<file path="src/hw/rtl/nld_pkg.sv">
// Shared constants and types for the newline line deframer.
package nld_pkg;

  localparam int FRAME_MAX = 64;
  localparam int LINE_CAP = FRAME_MAX - 1;
  localparam int FILL_W = $clog2(FRAME_MAX);
  localparam int BANK_DEPTH = 2 ** FILL_W;
  localparam int STORE_DEPTH = 2 * BANK_DEPTH;
  localparam int ADDR_W = FILL_W + 1;
  localparam int BYTE_W = 8;
  localparam int LEN_OUT_W = 6;
  localparam int DROP_W = 16;
  localparam int CMDQ_DEPTH = 2;
  localparam int OUTQ_DEPTH = 4;
  localparam int OUTQ_PTR_W = $clog2(OUTQ_DEPTH);

  localparam logic [BYTE_W-1:0] CH_NL = 8'd10;
  localparam logic [BYTE_W-1:0] CH_CR = 8'd13;

  typedef struct packed {
    logic              bank;
    logic [FILL_W-1:0] len;
    logic [DROP_W-1:0] drop;
  } line_cmd_t;

  typedef struct packed {
    logic [BYTE_W-1:0]    data;
    logic                 last;
    logic [LEN_OUT_W-1:0] len;
    logic [DROP_W-1:0]    drop;
  } out_word_t;

endpackage

</file>
<file path="src/hw/rtl/nld_ram.sv">
// Generic single-write, single-read RAM with registered read data.
module nld_ram #(
  parameter int WIDTH = 8,
  parameter int DEPTH = 128
) (
  input  logic                     clk,
  input  logic                     we,
  input  logic [$clog2(DEPTH)-1:0] waddr,
  input  logic [WIDTH-1:0]         wdata,
  input  logic [$clog2(DEPTH)-1:0] raddr,
  output logic [WIDTH-1:0]         rdata
);

  logic [WIDTH-1:0] mem [DEPTH];

  always_ff @(posedge clk) begin
    if (we) begin
      mem[waddr] <= wdata;
    end
    rdata <= mem[raddr];
  end

endmodule

</file>
<file path="src/hw/rtl/nld_front.sv">
// Front end: takes received bytes, fills the line store and classifies line ends.
module nld_front (
  input  logic                          clk,
  input  logic                          rst,
  input  logic [nld_pkg::BYTE_W-1:0]    rx_byte,
  input  logic                          push,
  output logic                          full,
  input  logic                          cmd_ready,
  output logic                          cmd_push,
  output nld_pkg::line_cmd_t            cmd,
  output logic                          ram_we,
  output logic [nld_pkg::ADDR_W-1:0]    ram_waddr,
  output logic [nld_pkg::BYTE_W-1:0]    ram_wdata
);

  localparam logic [nld_pkg::FILL_W-1:0] CAP = nld_pkg::FILL_W'(nld_pkg::LINE_CAP);
  localparam logic [nld_pkg::DROP_W-1:0] DROP_MAX = '1;

  logic                        bank;
  logic [nld_pkg::FILL_W-1:0]  fill;
  logic                        overflowed;
  logic                        last_cr;
  logic [nld_pkg::DROP_W-1:0]  drop_tally;

  logic                        accept;
  logic                        is_nl;
  logic [nld_pkg::FILL_W-1:0]  line_len;

  always_comb begin
    full = !cmd_ready;
    accept = push && cmd_ready;
    is_nl = (rx_byte == nld_pkg::CH_NL);
    line_len = (last_cr && (fill != '0)) ? fill - 1'b1 : fill;
    ram_we = accept && !is_nl && !overflowed && (fill != CAP);
    ram_waddr = {bank, fill};
    ram_wdata = rx_byte;
    cmd_push = accept && is_nl && !overflowed && (line_len != '0);
    cmd.bank = bank;
    cmd.len = line_len;
    cmd.drop = drop_tally;
  end

  always_ff @(posedge clk) begin
    if (rst) begin
      bank <= 1'b0;
      fill <= '0;
      overflowed <= 1'b0;
      last_cr <= 1'b0;
      drop_tally <= '0;
    end else if (accept) begin
      if (is_nl) begin
        if (overflowed) begin
          overflowed <= 1'b0;
          if (drop_tally != DROP_MAX) begin
            drop_tally <= drop_tally + 1'b1;
          end
        end else if (cmd_push) begin
          bank <= !bank;
        end
        fill <= '0;
      end else if (!overflowed) begin
        if (fill == CAP) begin
          overflowed <= 1'b1;
        end else begin
          fill <= fill + 1'b1;
          last_cr <= (rx_byte == nld_pkg::CH_CR);
        end
      end
    end
  end

  a_fill_range: assert property (@(posedge clk) disable iff (rst)
    fill <= CAP) else $error("fill count beyond line capacity");

  a_ovf_full: assert property (@(posedge clk) disable iff (rst)
    overflowed |-> fill == CAP) else $error("overflow set with room in store");

endmodule

</file>
<file path="src/hw/rtl/nld_cmdq.sv">
// Two-entry queue of finished line commands between front and back end.
module nld_cmdq (
  input  logic               clk,
  input  logic               rst,
  input  logic               push,
  input  nld_pkg::line_cmd_t wr_cmd,
  output logic               ready,
  output logic               valid,
  output nld_pkg::line_cmd_t rd_cmd,
  input  logic               pop
);

  nld_pkg::line_cmd_t entries [nld_pkg::CMDQ_DEPTH];
  logic       wp;
  logic       rp;
  logic [1:0] count;

  always_comb begin
    ready = (count != 2'd2);
    valid = (count != 2'd0);
    rd_cmd = entries[rp];
  end

  always_ff @(posedge clk) begin
    if (push) begin
      entries[wp] <= wr_cmd;
    end
    if (rst) begin
      wp <= 1'b0;
      rp <= 1'b0;
      count <= '0;
    end else begin
      if (push) begin
        wp <= !wp;
      end
      if (pop) begin
        rp <= !rp;
      end
      count <= count + 2'(push) - 2'(pop);
    end
  end

  a_no_overrun: assert property (@(posedge clk) disable iff (rst)
    push |-> ready) else $error("command pushed into full queue");

endmodule

</file>
<file path="src/hw/rtl/nld_back.sv">
// Back end: reads stored lines out byte by byte into the result queue.
module nld_back (
  input  logic                           clk,
  input  logic                           rst,
  input  logic                           cmd_valid,
  input  nld_pkg::line_cmd_t             cmd,
  output logic                           cmd_pop,
  output logic [nld_pkg::ADDR_W-1:0]     ram_raddr,
  input  logic [nld_pkg::BYTE_W-1:0]     ram_rdata,
  output logic [nld_pkg::BYTE_W-1:0]     line_byte,
  output logic                           line_last,
  output logic [nld_pkg::LEN_OUT_W-1:0]  line_length,
  output logic [nld_pkg::DROP_W-1:0]     dropped_lines,
  output logic                           empty,
  input  logic                           pop
);

  localparam int CNT_W = nld_pkg::OUTQ_PTR_W + 1;

  logic [nld_pkg::FILL_W-1:0]     idx;
  logic                           rd_valid;
  logic                           rd_last;
  logic [nld_pkg::LEN_OUT_W-1:0]  rd_len;
  logic [nld_pkg::DROP_W-1:0]     rd_drop;

  nld_pkg::out_word_t             outq [nld_pkg::OUTQ_DEPTH];
  logic [nld_pkg::OUTQ_PTR_W-1:0] owp;
  logic [nld_pkg::OUTQ_PTR_W-1:0] orp;
  logic [CNT_W-1:0]               ocnt;

  logic                           issue;
  logic                           is_last;
  logic                           pop_acc;
  logic [CNT_W:0]                 in_use;
  nld_pkg::out_word_t             head;
  nld_pkg::out_word_t             new_word;

  always_comb begin
    in_use = {1'b0, ocnt} + (CNT_W + 1)'(rd_valid);
    issue = cmd_valid && (in_use < (CNT_W + 1)'(nld_pkg::OUTQ_DEPTH));
    is_last = (idx + 1'b1 == cmd.len);
    cmd_pop = issue && is_last;
    ram_raddr = {cmd.bank, idx};
    empty = (ocnt == '0);
    pop_acc = pop && !empty;
    head = outq[orp];
    line_byte = head.data;
    line_last = head.last;
    line_length = head.len;
    dropped_lines = head.drop;
    new_word.data = ram_rdata;
    new_word.last = rd_last;
    new_word.len = rd_len;
    new_word.drop = rd_drop;
  end

  always_ff @(posedge clk) begin
    if (issue) begin
      rd_last <= is_last;
      rd_len <= nld_pkg::LEN_OUT_W'(cmd.len);
      rd_drop <= cmd.drop;
    end
    if (rd_valid) begin
      outq[owp] <= new_word;
    end
    if (rst) begin
      idx <= '0;
      rd_valid <= 1'b0;
      owp <= '0;
      orp <= '0;
      ocnt <= '0;
    end else begin
      rd_valid <= issue;
      if (issue) begin
        idx <= is_last ? '0 : idx + 1'b1;
      end
      if (rd_valid) begin
        owp <= owp + 1'b1;
      end
      if (pop_acc) begin
        orp <= orp + 1'b1;
      end
      ocnt <= ocnt + CNT_W'(rd_valid) - CNT_W'(pop_acc);
    end
  end

  a_credit: assert property (@(posedge clk) disable iff (rst)
    in_use <= (CNT_W + 1)'(nld_pkg::OUTQ_DEPTH)) else $error("result queue overcommitted");

  a_idx_range: assert property (@(posedge clk) disable iff (rst)
    cmd_valid |-> idx < cmd.len) else $error("read index beyond line length");

endmodule

</file>
<file path="src/hw/rtl/newline_line_deframer.sv">
// Top level of the newline line deframer.
// Bytes are taken one per cycle while full is low; a line of up to 63 bytes is
// collected in one of two banks of the line store, and at its newline a single
// trailing carriage return is removed and the line is handed to the read-out
// side. A line of n bytes leaves as n words, one per cycle while pop is held;
// its first word passes the command queue, the line store read port and the
// result queue. Full rises only while two finished lines wait for read-out,
// so while pop is held the front end stalls for at most one line's read-out
// time; while pop stays low it stalls for as long as pop does. Empty and
// oversize lines produce no words; oversize lines are counted in dropped_lines.
module newline_line_deframer (
  input  logic                          clk,
  input  logic                          rst,
  input  logic [nld_pkg::BYTE_W-1:0]    rx_byte,
  input  logic                          push,
  output logic                          full,
  output logic [nld_pkg::BYTE_W-1:0]    line_byte,
  output logic                          line_last,
  output logic [nld_pkg::LEN_OUT_W-1:0] line_length,
  output logic [nld_pkg::DROP_W-1:0]    dropped_lines,
  output logic                          empty,
  input  logic                          pop
);

  logic                       q_ready;
  logic                       q_push;
  logic                       q_valid;
  logic                       q_pop;
  nld_pkg::line_cmd_t         q_wr_cmd;
  nld_pkg::line_cmd_t         q_rd_cmd;
  logic                       ram_we;
  logic [nld_pkg::ADDR_W-1:0] ram_waddr;
  logic [nld_pkg::BYTE_W-1:0] ram_wdata;
  logic [nld_pkg::ADDR_W-1:0] ram_raddr;
  logic [nld_pkg::BYTE_W-1:0] ram_rdata;

  nld_front u_front (
    .clk       (clk),
    .rst       (rst),
    .rx_byte   (rx_byte),
    .push      (push),
    .full      (full),
    .cmd_ready (q_ready),
    .cmd_push  (q_push),
    .cmd       (q_wr_cmd),
    .ram_we    (ram_we),
    .ram_waddr (ram_waddr),
    .ram_wdata (ram_wdata)
  );

  nld_ram #(
    .WIDTH (nld_pkg::BYTE_W),
    .DEPTH (nld_pkg::STORE_DEPTH)
  ) u_store (
    .clk   (clk),
    .we    (ram_we),
    .waddr (ram_waddr),
    .wdata (ram_wdata),
    .raddr (ram_raddr),
    .rdata (ram_rdata)
  );

  nld_cmdq u_cmdq (
    .clk    (clk),
    .rst    (rst),
    .push   (q_push),
    .wr_cmd (q_wr_cmd),
    .ready  (q_ready),
    .valid  (q_valid),
    .rd_cmd (q_rd_cmd),
    .pop    (q_pop)
  );

  nld_back u_back (
    .clk           (clk),
    .rst           (rst),
    .cmd_valid     (q_valid),
    .cmd           (q_rd_cmd),
    .cmd_pop       (q_pop),
    .ram_raddr     (ram_raddr),
    .ram_rdata     (ram_rdata),
    .line_byte     (line_byte),
    .line_last     (line_last),
    .line_length   (line_length),
    .dropped_lines (dropped_lines),
    .empty         (empty),
    .pop           (pop)
  );

endmodule
</file>
<file path="config.mk">
export PLATFORM = sky130hd
export DESIGN_NAME = newline_line_deframer
export DESIGN_NICKNAME = d
export VERILOG_FILES = /design/src/hw/rtl/nld_pkg.sv /design/src/hw/rtl/nld_ram.sv /design/src/hw/rtl/nld_front.sv /design/src/hw/rtl/nld_cmdq.sv /design/src/hw/rtl/nld_back.sv /design/src/hw/rtl/newline_line_deframer.sv
export SDC_FILE = /design/constraint.sdc
export NUM_CORES = 1
export LEC_CHECK = 0
export ABC_AREA = 1
export BUFFER_PORTS_ARGS = -buffer_cell sky130_fd_sc_hd__buf_4
export CAP_MARGIN = 30
export CORE_MARGIN = 2
export CORE_UTILIZATION = 63
export CTS_CLUSTER_DIAMETER = 150
export DETAILED_ROUTE_END_ITERATION = 7
export PLACE_DENSITY = 0.76
export SETUP_SLACK_MARGIN = 0.5
export SYNTH_ARGS = -nofsm -noshare
export SYNTH_HDL_FRONTEND = slang
export SYNTH_SLANG_ARGS = --single-unit
</file>
<file path="constraint.sdc">
create_clock -name clk -period 4 [get_ports clk]
set_input_delay 0 -clock clk [delete_from_list [all_inputs] [get_ports clk]]
set_output_delay 0 -clock clk [all_outputs]
set_load 0.01 [all_outputs]
</file>
# Yosys cells after proc, flatten, opt, wreduce, memory -nomap -nowiden
# Memory sizes are Yosys's and may differ from the RTL's. A register that Yosys moved wholly into a read port is not among the register bits.
# Index checks and enable logic that the tools add are counted.
# classes
order_cmp,1
mux,18
n_addsub,11
n_eq_ne,9
bitwise_logic,3
n_reduce_logical,26
# ops
cell,n
$mux 6,5
$add 16x1->16 const B,1
$eq 8x4->1 const B,2
$ne 16x16->1 const B,1
$add 6x1->6 const B,2
$reduce_and 4->1,3
$reduce_bool 6->1,2
$logic_and 1x1->1,11
$mux 1,11
$logic_not 1->1,7
$eq 6x6->1,1
$eq 6x6->1 const B,1
$ne 6x6->1 const B,1
$sub 6x1->6 const B,1
$add 2x1->2 const B,2
$add 3x1->4,1
$lt 4x3->1 const B,1
$mux 2,2
$ne 2x2->1 const B,2
$add 3x1->3,1
$logic_not 3->1,1
$not 1->1,3
$reduce_and 3->1,1
$sub 3x1->3,1
4 further kinds,4
# word_totals
regBits,66
out_inout_bits,33
word_cells,87
mem_count,3
ram_bits,1194
# mem_list
memory,depth,width,read_ports,rd_ports_with_merged_regs,write_ports,line,rtl
u_store.mem,128,8,1,1,1,nld_ram.sv:14,logic [WIDTH-1:0] mem [DEPTH];
u_back.outq,4,31,1,1,1,nld_back.sv:26,nld_pkg::out_word_t outq [nld_pkg::OUTQ_DEPTH];
u_cmdq.entries,2,23,1,1,1,nld_cmdq.sv:13,nld_pkg::line_cmd_t entries [nld_pkg::CMDQ_DEPTH];

# Longest topological paths before layout
# Gate-level depths: netlist of run 1.
# depth
ltp_word,7
ltp_mapped,19

# Hierarchy
# From an unflattened synthesis of run 1, not the netlist that was laid out.
# unflattened
hier_cells,4416
hier_area_um2,52031.2
# by_module_without_submodules
module,area_each_um2,cells_per_inst,seq_area_each_um2,instances
nld_ram,42104.1,3575,30909.6,1
nld_back,6309.8,473,4734.5,1
nld_cmdq,1886.8,102,1481.4,1
nld_front,1730.4,266,500.5,1

# Least setup slack after synthesis of run 1
# No wires, ideal clock.
# synth_timing
path_type,register to register
from,register u_front.fill[0] (netlist bit)
to,"memory u_cmdq.entries[1][0] (netlist bit), enable pin"
path_buffers,1
setup_slack_ps,992
synth_period_minus_slack_ps,3008
path_stages_with_launch,11
t_arrival_ps,2602
path_cell_list,dfxtp_1 inv_2 buf_4 ha_1 nand3_2 nand2_2 o21ai_1 nor2_1 nand3_2 nand2_2 nor2_1
# synth_rtl
item,line,rtl
from (decl),nld_front.sv:20,logic [nld_pkg::FILL_W-1:0] fill;
from (signal assigned),nld_front.sv:65,fill <= fill + 1'b1;
to (decl),nld_cmdq.sv:13,

# Worst setup path in the final report of run 1
# layout_timing
from,register u_front.fill[1] (netlist bit)
to,"memory u_store.mem[63][3], enable pin"
# layout_between
elab_chain_cells,4
# layout_rtl
item,line,rtl
$ne 6x6->1,nld_front.sv:34,ram_we = accept && !is_nl && !overflowed && (fill != CAP);
$logic_and 1x1->1,nld_front.sv:34,
$mux 1,nld_ram.sv:17,if (we) begin
$mux 1 (implied by the code),nld_ram.sv:18,mem[waddr] <= wdata;
to (decl),nld_ram.sv:14,
# Several ways; a longest one is shown, not always the timed one.

==> impl_metrics.xml, run 1 <==
<?xml version="1.0" encoding="UTF-8"?>
<metrics>
  <group name="critical_path">
    <metric name="critPathLaunchType" unit="">register</metric>
    <metric name="arrival" unit="ps">3690</metric>
    <metric name="crit_path_cell_trace" unit="">ha_1, nand2_1, nor2_1, nand2_1, nand3_1, nor2_2, buf_4, nand2_2, nor2_1</metric>
    <metric name="worstSetupEndpointType" unit="">register</metric>
    <metric name="timing.critical_path.slowest_cell_delay" unit="ps">840</metric>
    <metric name="worst-endpoint-required" unit="ps">4310</metric>
    <metric name="critical_path.slowest_cell" unit="">sky130_fd_sc_hd__nor2_1</metric>
    <metric name="critPathMaxFanout" unit="">16</metric>
    <metric name="worst_setup_path_category" unit="">register to register</metric>
  </group>
  <group name="global_routing">
    <metric name="grt_antenna_before_repair" unit="">1</metric>
    <metric name="globalRoute.totalOverflow" unit="">0</metric>
    <metric name="grt_pass1_vias" unit="">31700</metric>
    <metric name="grt_pass1_wl" unit="um">185000</metric>
    <metric name="maximum_number_of_pins_on_one_net_before_global_route_repair" unit="">149</metric>
    <metric name="global_routing_usage_summed_across_all_routing_layers" unit="%">29.3</metric>
  </group>
  <group name="clocking">
    <metric name="clk-insertion-delay-late" unit="ps">690</metric>
    <metric name="worst_setup_hold_path_clk_slew" unit="ps">60</metric>
    <metric name="cts_post_setup_buffers_inserted" unit="">0</metric>
    <metric name="clock_path_buffers" unit="">3</metric>
    <metric name="clock_tree_from_tritoncts" unit="">built</metric>
    <metric name="cts-buffers-inserted" unit="">121</metric>
    <metric name="cts-htree-levels" unit="">3</metric>
    <metric name="cell_at_the_root_of_the_clock_tree" unit="">sky130_fd_sc_hd__clkbuf_16</metric>
    <metric name="cts_num_sinks" unit="">1271</metric>
  </group>
  <group name="floorplan">
    <metric name="core_area" unit="um2">80300</metric>
    <metric name="die_height" unit="um">288</metric>
    <metric name="std_cell_rows" unit="">104</metric>
    <metric name="initial_core_util" unit="%">63.4</metric>
    <metric name="chipWidth" unit="um">288</metric>
    <metric name="die-area" unit="um2">83100</metric>
    <metric name="design.portCount" unit="">45</metric>
  </group>
  <group name="timing">
    <metric name="fmax" unit="MHz">296</metric>
    <metric name="whs" unit="ps">-0.0217</metric>
    <metric name="totalNegativeSetupSlack" unit="ps">0</metric>
    <metric name="final_worst_setup_slack" unit="ps">618</metric>
    <metric name="timing.final.hold_violations" unit="">1</metric>
    <metric name="slew_headroom" unit="%">33.4</metric>
    <metric name="grt_setup_unrepaired" unit="">true</metric>
    <metric name="final.period_utilization" unit="%">84.6</metric>
    <metric name="finalSetupViolCount" unit="">0</metric>
    <metric name="timing_worst_slew_pin_value" unit="ps">993</metric>
    <metric name="finalCriticalPeriod" unit="ps">3380</metric>
    <metric name="drv_slew" unit="">0</metric>
    <metric name="final.setup_skew" unit="ps">20.0</metric>
  </group>
  <group name="detailed_routing">
    <metric name="first_pass_iters" unit="">6</metric>
    <metric name="route.vias.total" unit="">33100</metric>
    <metric name="routed_wire_length_per_instance" unit="um">23.0</metric>
    <metric name="ant_nets" unit="">0</metric>
    <metric name="starting_drt_drc_count" unit="">4789</metric>
    <metric name="post_route_drc" unit="">0</metric>
    <metric name="detail_route.vias_per_cell" unit="">6.26</metric>
    <metric name="drt-total-wl" unit="um">122000</metric>
  </group>
  <group name="yosys">
    <metric name="yosys_warning_count" unit="">0</metric>
    <metric name="dominantRegCellSynth" unit="">sky130_fd_sc_hd__edfxtp_1</metric>
    <metric name="synthDistinctLibCells" unit="">38</metric>
    <metric name="sequential_area_share_after_synthesis" unit="%">73.9</metric>
    <metric name="synth_simple_gate_area_share" unit="%">12.7</metric>
    <metric name="synth_async_sr_flop_share" unit="%">0</metric>
    <metric name="synthesized_nets" unit="">4179</metric>
    <metric name="syn-instance-count" unit="">4153</metric>
    <metric name="post_synth_main_area_contributors" unit="">sky130_fd_sc_hd__edfxtp_1 (72%), sky130_fd_sc_hd__nor2_1 (6.1%), sky130_fd_sc_hd__o21ai_0 (5.6%)</metric>
    <metric name="synth_largest_type_area_fraction" unit="%">71.8</metric>
    <metric name="synth_edf_count" unit="">1217</metric>
    <metric name="synth_top_area_cell" unit="">sky130_fd_sc_hd__edfxtp_1</metric>
    <metric name="post_synth_instance_area" unit="um2">50900</metric>
    <metric name="synth_adder_area_share" unit="%">0.359</metric>
    <metric name="synthesized_area_divided_by_synthesized_cell_count" unit="um2">12.3</metric>
    <metric name="post_synth_xor_area_fraction" unit="%">0.413</metric>
    <metric name="synth.area.mux_share" unit="%">0</metric>
    <metric name="combinational_family_with_the_most_area_after_synthesis" unit="">simple AND/OR/NAND/NOR gates</metric>
    <metric name="yosys_register_bits" unit="">1271</metric>
    <metric name="synth_compound_gate_area_share" unit="%">9.53</metric>
  </group>
  <group name="pwr">
    <metric name="report.power.total" unit="mW">27.2</metric>
    <metric name="switching_power" unit="mW">5.59</metric>
    <metric name="power-per-cell-area" unit="nW/um2">483</metric>
    <metric name="pwr-share-clk" unit="%">42.2</metric>
    <metric name="comb_power_share" unit="%">3.9</metric>
    <metric name="internal_power" unit="mW">21.6</metric>
    <metric name="sw_frac_of_total" unit="%">20.6</metric>
    <metric name="pwr-share-seq" unit="%">53.9</metric>
    <metric name="power_leakage" unit="nW">18.8</metric>
    <metric name="vdd_ir_drop_max" unit="mV">0.378</metric>
  </group>
  <group name="finish">
    <metric name="stdcell_area" unit="um2">56300</metric>
    <metric name="mostFrequentLayoutCell" unit="">sky130_fd_sc_hd__edfxtp_1</metric>
    <metric name="n_fill_cell" unit="">5220</metric>
    <metric name="syn_to_final_growth" unit="%">10.6</metric>
    <metric name="antenna-diode-count" unit="">0</metric>
    <metric name="postLayoutCoreUtil" unit="%">70.1</metric>
    <metric name="layout.cells.most_common_list" unit="">sky130_fd_sc_hd__edfxtp_1 (1,217), sky130_fd_sc_hd__nor2_1 (776), sky130_fd_sc_hd__o21ai_0 (565), sky130_fd_sc_hd__nand2_1 (457), sky130_fd_sc_hd__nand3_1 (262)</metric>
    <metric name="fin_nets" unit="">4153</metric>
    <metric name="post_route_cells_drive_above_1_share" unit="%">9.08</metric>
    <metric name="layout.cells.non_filler" unit="">5291</metric>
  </group>
  <group name="placement">
    <metric name="dp.final_hpwl" unit="um">68500</metric>
    <metric name="numPortBuffers" unit="">44</metric>
    <metric name="post-place-cells" unit="">5055</metric>
    <metric name="place_ws" unit="ps">436</metric>
    <metric name="place_area" unit="um2">52000</metric>
    <metric name="gpl.final_weighted_congestion" unit="">0.881</metric>
  </group>
  <group name="worst_hold_path">
    <metric name="timing.hold.worst.class" unit="">input port to register</metric>
  </group>
  <group name="status">
    <metric name="status" unit="">finished, violations left</metric>
    <metric name="violations" unit="">negative hold slack</metric>
  </group>
  <group name="run">
    <metric name="drv_cap" unit="">0</metric>
  </group>
</metrics>
==> worst paths after layout <==
kind	start	end	slack, ps	cells after the start
worst max-delay path	u_front.fill[1]	u_store.mem[63][3]	620	9
worst min-delay path	rx_byte[4]	u_store.mem[114][4]	-0.02	2
worst max register to register	u_front.fill[1]	u_store.mem[63][3]	620	9
worst min register to register	u_back.orp[1]	u_back.orp[1]	470	2
==> routing by layer <==
layer	GRT usage, %	vias to the layer above	routed length (um)	part of all wire, %
li1	-	14900	-	-
met1	41.7	15900	47600	39
met2	46.0	1981	57300	47
met3	5.10	273	13000	11
met4	10.9	0	4080	3.3
met5	0	-	0	0
==> synthesized netlist by cell type (5+ instances only) <==
library cell and instances:
sky130_fd_sc_hd__buf_4 43, sky130_fd_sc_hd__nor4_1 7, sky130_fd_sc_hd__nor2_1 830, sky130_fd_sc_hd__inv_2 8
sky130_fd_sc_hd__nand4_1 6, sky130_fd_sc_hd__xor2_1 18, sky130_fd_sc_hd__nand3_1 262, sky130_fd_sc_hd__inv_1 63
sky130_fd_sc_hd__xnor2_1 6, sky130_fd_sc_hd__a21oi_1 35, sky130_fd_sc_hd__nand2_2 5, sky130_fd_sc_hd__o21ai_0 565
sky130_fd_sc_hd__buf_2 54, sky130_fd_sc_hd__o22ai_1 207, sky130_fd_sc_hd__nand2_1 457, sky130_fd_sc_hd__dfxtp_1 54
sky130_fd_sc_hd__clkbuf_1 155, sky130_fd_sc_hd__ha_1 13, sky130_fd_sc_hd__o21ai_1 99, sky130_fd_sc_hd__edfxtp_1 1217
sky130_fd_sc_hd__nand3_2 5, sky130_fd_sc_hd__buf_6 7, sky130_fd_sc_hd__buf_1 8
==> state kept, by name (all words and copies together) (netlist names), 2 cells and up, named ones only <==
name                flops
u_cmdq.entries         46
u_back.orp              2
u_back.ocnt             3
u_cmdq.count            2
u_back.rd_len           6
u_front.drop_tally     16
u_back.owp              2
u_back.outq           124
u_store.mem          1024
u_front.fill            6
u_store.rdata           8
u_back.rd_drop         16
u_back.idx              6
==> cells by family (layout without fill, tap and decap cells) <==
group	Yosys count	count (layout)
AND/OR/NAND/NOR	1589	1589
flip-flops	1271	1271
buffers and inverters	341	419
XOR/XNOR	24	24
AO/OA/AOI/OAI	914	914
adder cells (fa/ha/maj)	14	14
==> layout make-up <==
cell class	count	area (um2)	area share (%)
inverters	74	295	0.525
multi-input cells	2541	11900	21.1
well taps	1060	1330	2.36
clock buffers	146	3210	5.71
clock inverters	81	798	1.42
flip-flops and latches	1271	37600	66.9
repair buffers	118	1140	2.02
==> power groups by stage <==
stage / logic [mW] / registers [mW] / clock network, mW
6_report: 1.05 / 14.6 / 11.5
3_3_place_gp: 1.00 / 14.9 / 0
3_5_place_dp: 1.03 / 14.9 / 0
5_1_grt: 1.15 / 14.6 / 12.1
2_1_floorplan: 0.504 / 14.9 / 0
4_1_cts: 1.04 / 14.6 / 11.5
==> timing repair <==
item                                   in CTS  in global routing
hold buffers                                8                  0
endpoints found under the hold margin     224                  0
resized for setup                           5                 49
setup endpoints to repair                  60                710
==> critical path: cells and delay by family (launching register included) <==
family / cells / cell delay [ps]
DFF: 1 / 450
and+or+nand+nor: 7 / 2010
adders and majority gates: 1 / 280
buffers and inverters: 1 / 260
No activity file was read; power rests on OpenSTA's default activity.
==> run 2, diff against run 1 <==
--- a/config.mk
+++ b/config.mk
@@ -5,7 +5,7 @@
 export SDC_FILE = /design/constraint.sdc
 export NUM_CORES = 1
 export LEC_CHECK = 0
-export ABC_AREA = 1
+export ABC_AREA = 0
 export BUFFER_PORTS_ARGS = -buffer_cell sky130_fd_sc_hd__buf_4
 export CAP_MARGIN = 30
 export CORE_MARGIN = 2
==> constraint.sdc (replaced) <==
create_clock -name clk -period 3.16 [get_ports clk]
set_input_delay 0 -clock clk [delete_from_list [all_inputs] [get_ports clk]]
set_output_delay 0 -clock clk [all_outputs]
set_load 0.01 [all_outputs]
==> impl_metrics.xml, run 2 <==
<?xml version="1.0" encoding="UTF-8"?>
<metrics>
  <group name="critical_path">
    <metric name="worst_setup_path_category" unit="">register to register</metric>
    <metric name="crit_buf_inv" unit="">1</metric>
    <metric name="critical_path.slowest_cell" unit="">sky130_fd_sc_hd__o41ai_4</metric>
    <metric name="timing.critical_path.slowest_cell_delay" unit="ps">460</metric>
    <metric name="critPathMaxFanout" unit="">10</metric>
    <metric name="worst-endpoint-required" unit="ps">3720</metric>
    <metric name="worstSetupEndpointType" unit="">register</metric>
    <metric name="crit_path_cell_trace" unit="">inv_2, ha_4, nand3_2, o21a_1, a41oi_2, o41ai_4, xor2_1, ha_1, xor2_1, and3b_1, nor3_1</metric>
    <metric name="critPathMostFrequentCell" unit="">sky130_fd_sc_hd__xor2_1</metric>
    <metric name="critPathLaunchType" unit="">register</metric>
    <metric name="cp_top_family" unit="">compound AO/OA/AOI/OAI gates</metric>
    <metric name="arrival" unit="ps">3210</metric>
  </group>
  <group name="finish">
    <metric name="layout.cells.most_common_list" unit="">sky130_fd_sc_hd__edfxtp_1 (1,217), sky130_fd_sc_hd__mux4_2 (287), sky130_fd_sc_hd__buf_4 (232), sky130_fd_sc_hd__nand2_1 (160), sky130_fd_sc_hd__nor2_1 (139)</metric>
    <metric name="post_route_cells_drive_above_1_share" unit="%">28.6</metric>
    <metric name="largest_register_ff_count" unit="">1024</metric>
    <metric name="postLayoutCoreUtil" unit="%">73.2</metric>
    <metric name="antenna-diode-count" unit="">0</metric>
    <metric name="stdcell_area" unit="um2">56900</metric>
    <metric name="largestRegisters" unit="">u_store.mem: 1024 flops, u_back.outq: 124 flops, u_cmdq.entries: 46 flops</metric>
    <metric name="registers.top_by_ff_count" unit="">u_store.mem</metric>
    <metric name="syn_to_final_growth" unit="%">14.5</metric>
    <metric name="n_fill_cell" unit="">4289</metric>
    <metric name="mostFrequentLayoutCell" unit="">sky130_fd_sc_hd__edfxtp_1</metric>
    <metric name="fin_nets" unit="">2843</metric>
  </group>
  <group name="timing">
    <metric name="fmax" unit="MHz">378</metric>
    <metric name="whs" unit="ps">52.2</metric>
    <metric name="grt_setup_unrepaired" unit="">true</metric>
    <metric name="totalNegativeSetupSlack" unit="ps">0</metric>
    <metric name="drv_slew" unit="">0</metric>
    <metric name="final.period_utilization" unit="%">83.7</metric>
    <metric name="final.setup_skew" unit="ps">35.4</metric>
    <metric name="slew_headroom" unit="%">39.6</metric>
    <metric name="finalCriticalPeriod" unit="ps">2650</metric>
    <metric name="timing_worst_slew_pin_value" unit="ps">906</metric>
    <metric name="timing.final.hold_violations" unit="">0</metric>
    <metric name="finalSetupViolCount" unit="">0</metric>
  </group>
  <group name="floorplan">
    <metric name="chipWidth" unit="um">285</metric>
    <metric name="core_area" unit="um2">77700</metric>
    <metric name="die_height" unit="um">285</metric>
    <metric name="design.portCount" unit="">45</metric>
    <metric name="die-area" unit="um2">81100</metric>
    <metric name="initial_core_util" unit="%">63.9</metric>
    <metric name="std_cell_rows" unit="">102</metric>
  </group>
  <group name="detailed_routing">
    <metric name="route.vias.total" unit="">25300</metric>
    <metric name="post_route_drc" unit="">0</metric>
    <metric name="first_pass_iters" unit="">8</metric>
    <metric name="detail_route.vias_per_cell" unit="">6.40</metric>
    <metric name="routed_wire_length_per_instance" unit="um">27.4</metric>
    <metric name="starting_drt_drc_count" unit="">2805</metric>
    <metric name="drt-total-wl" unit="um">109000</metric>
    <metric name="ant_nets" unit="">0</metric>
  </group>
  <group name="yosys">
    <metric name="netlist_top_cells_count" unit="">sky130_fd_sc_hd__edfxtp_1 (1,217), sky130_fd_sc_hd__mux4_2 (287), sky130_fd_sc_hd__nor2_1 (185)</metric>
    <metric name="synth_edf_count" unit="">1217</metric>
    <metric name="synthesized_area_divided_by_synthesized_cell_count" unit="um2">19.4</metric>
    <metric name="post_synth_main_area_contributors" unit="">sky130_fd_sc_hd__edfxtp_1 (74%), sky130_fd_sc_hd__mux4_2 (13%), sky130_fd_sc_hd__dfxtp_1 (2.2%)</metric>
    <metric name="yosys_register_bits" unit="">1271</metric>
    <metric name="synth_top_area_cell" unit="">sky130_fd_sc_hd__edfxtp_1</metric>
    <metric name="synthDistinctLibCells" unit="">59</metric>
    <metric name="synthesized_nets" unit="">2584</metric>
    <metric name="synth_async_sr_flop_share" unit="%">0</metric>
    <metric name="yosys_warning_count" unit="">0</metric>
    <metric name="count_leader_synth" unit="">sky130_fd_sc_hd__edfxtp_1</metric>
    <metric name="dominantRegCellSynth" unit="">sky130_fd_sc_hd__edfxtp_1</metric>
    <metric name="sequential_area_share_after_synthesis" unit="%">75.7</metric>
    <metric name="post_synth_instance_area" unit="um2">49700</metric>
    <metric name="synth_largest_type_area_fraction" unit="%">73.6</metric>
    <metric name="syn-instance-count" unit="">2558</metric>
  </group>
  <group name="clocking">
    <metric name="cts_num_sinks" unit="">1271</metric>
    <metric name="cts-htree-levels" unit="">3</metric>
    <metric name="cts-buffers-inserted" unit="">120</metric>
    <metric name="cell_at_the_root_of_the_clock_tree" unit="">sky130_fd_sc_hd__clkbuf_16</metric>
    <metric name="clock_path_buffers" unit="">3</metric>
    <metric name="clk-insertion-delay-late" unit="ps">710</metric>
    <metric name="worst_setup_hold_path_clk_slew" unit="ps">60</metric>
    <metric name="clock_tree_from_tritoncts" unit="">built</metric>
  </group>
  <group name="placement">
    <metric name="dp.final_hpwl" unit="um">64100</metric>
    <metric name="numPortBuffers" unit="">44</metric>
    <metric name="gpl.final_weighted_congestion" unit="">0.865</metric>
    <metric name="place_area" unit="um2">52300</metric>
  </group>
  <group name="pwr">
    <metric name="power-per-cell-area" unit="nW/um2">607</metric>
    <metric name="vdd_ir_drop_max" unit="mV">0.665</metric>
    <metric name="power_leakage" unit="nW">17.9</metric>
    <metric name="report.power.total" unit="mW">34.5</metric>
  </group>
  <group name="global_routing">
    <metric name="maximum_number_of_pins_on_one_net_before_global_route_repair" unit="">95</metric>
    <metric name="grt_pass1_wl" unit="um">161000</metric>
    <metric name="grt_pass1_vias" unit="">25600</metric>
    <metric name="global_routing_usage_summed_across_all_routing_layers" unit="%">27.0</metric>
    <metric name="grt_antenna_before_repair" unit="">4</metric>
    <metric name="globalRoute.totalOverflow" unit="">0</metric>
  </group>
  <group name="run">
    <metric name="drv_cap" unit="">0</metric>
  </group>
  <group name="status">
    <metric name="status" unit="">finished clean</metric>
  </group>
  <group name="worst_hold_path">
    <metric name="timing.hold.worst.class" unit="">input port to register</metric>
  </group>
</metrics>
## run 2: changes by cell type in the layout (fill, tap and decap cells not counted), moves of 32 or more
cell,delta
sky130_fd_sc_hd__a31oi_1,+47
sky130_fd_sc_hd__and3_1,+32
sky130_fd_sc_hd__buf_4,+140
sky130_fd_sc_hd__inv_1,-44
sky130_fd_sc_hd__mux4_2,+287
sky130_fd_sc_hd__nand2_1,-297
sky130_fd_sc_hd__nand2b_1,+131
sky130_fd_sc_hd__nand3_1,-167
sky130_fd_sc_hd__nor2_1,-637
sky130_fd_sc_hd__o21ai_0,-557
sky130_fd_sc_hd__o21ai_1,-99
sky130_fd_sc_hd__o22ai_1,-206
## run 2: cell type report
cell class	instances	area, um2	share of cell area (%)
inverters	20	81.3	0.143
flip-flops and latches	1271	37700	66.2
multi-input cells	1135	11500	20.2
clock inverters	74	709	1.25
clock buffers	151	3270	5.74
repair buffers	269	2420	4.26
well taps	1040	1300	2.29
## run 2: final timing paths
path | endpoint | startpoint | depth (start not counted) | slack, ps
worst max-delay path | u_cmdq.count[1] | u_front.fill[1] | 11 | 510
worst min-delay path | u_store.mem[44][1] | rx_byte[1] | 2 | 50
worst max register to register | u_cmdq.count[1] | u_front.fill[1] | 11 | 510
worst min register to register | u_back.outq[0][3] | u_back.rd_drop[3] | 0 | 490
## run 2: per-layer routing
layer | global-route usage [%] | up-vias | wire, um
li1 | - | 10700 | -
met1 | 37.4 | 13100 | 41000
met2 | 43.5 | 1279 | 53600
met3 | 5.82 | 234 | 10100
met4 | 9.16 | 8 | 3790
met5 | 0 | - | 52
## run 2: cell families after synthesis
| kind of cell | after synthesis | share of synthesized area [%] |
|---|---|---|
| flip-flops | 1271 | 75.7 |
| AND/OR/NAND/NOR | 681 | 6.78 |
| buffers and inverters | 152 | 1.60 |
| AO/OA/AOI/OAI | 95 | 1.28 |
| adder cells (fa/ha/maj) | 14 | 0.368 |
| XOR/XNOR | 31 | 0.632 |
| multiplexers | 314 | 13.6 |
## run 2: report_power, final
part | switching (mW) | internal (mW)
logic | 0.903 | 0.659
clock network | 6.13 | 8.17
registers | 0.161 | 18.5
## run 2: per-stage QoR
step	setup slack (ps)	instances
2_1_floorplan	177	2558
3_3_place_gp	30.5	3706
3_5_place_dp	231	3710
4_1_cts	347	3951
5_1_grt	370	3960
6_report	514	3960
## run 2: repair_timing
item	4_1_cts	5_1_grt
resized for setup	39	36
hold buffers	13	0
gates cloned	0	2
endpoints found under the setup margin	269	556
setup buffers	3	4
pin swaps	1	3
hold endpoints to repair	324	0
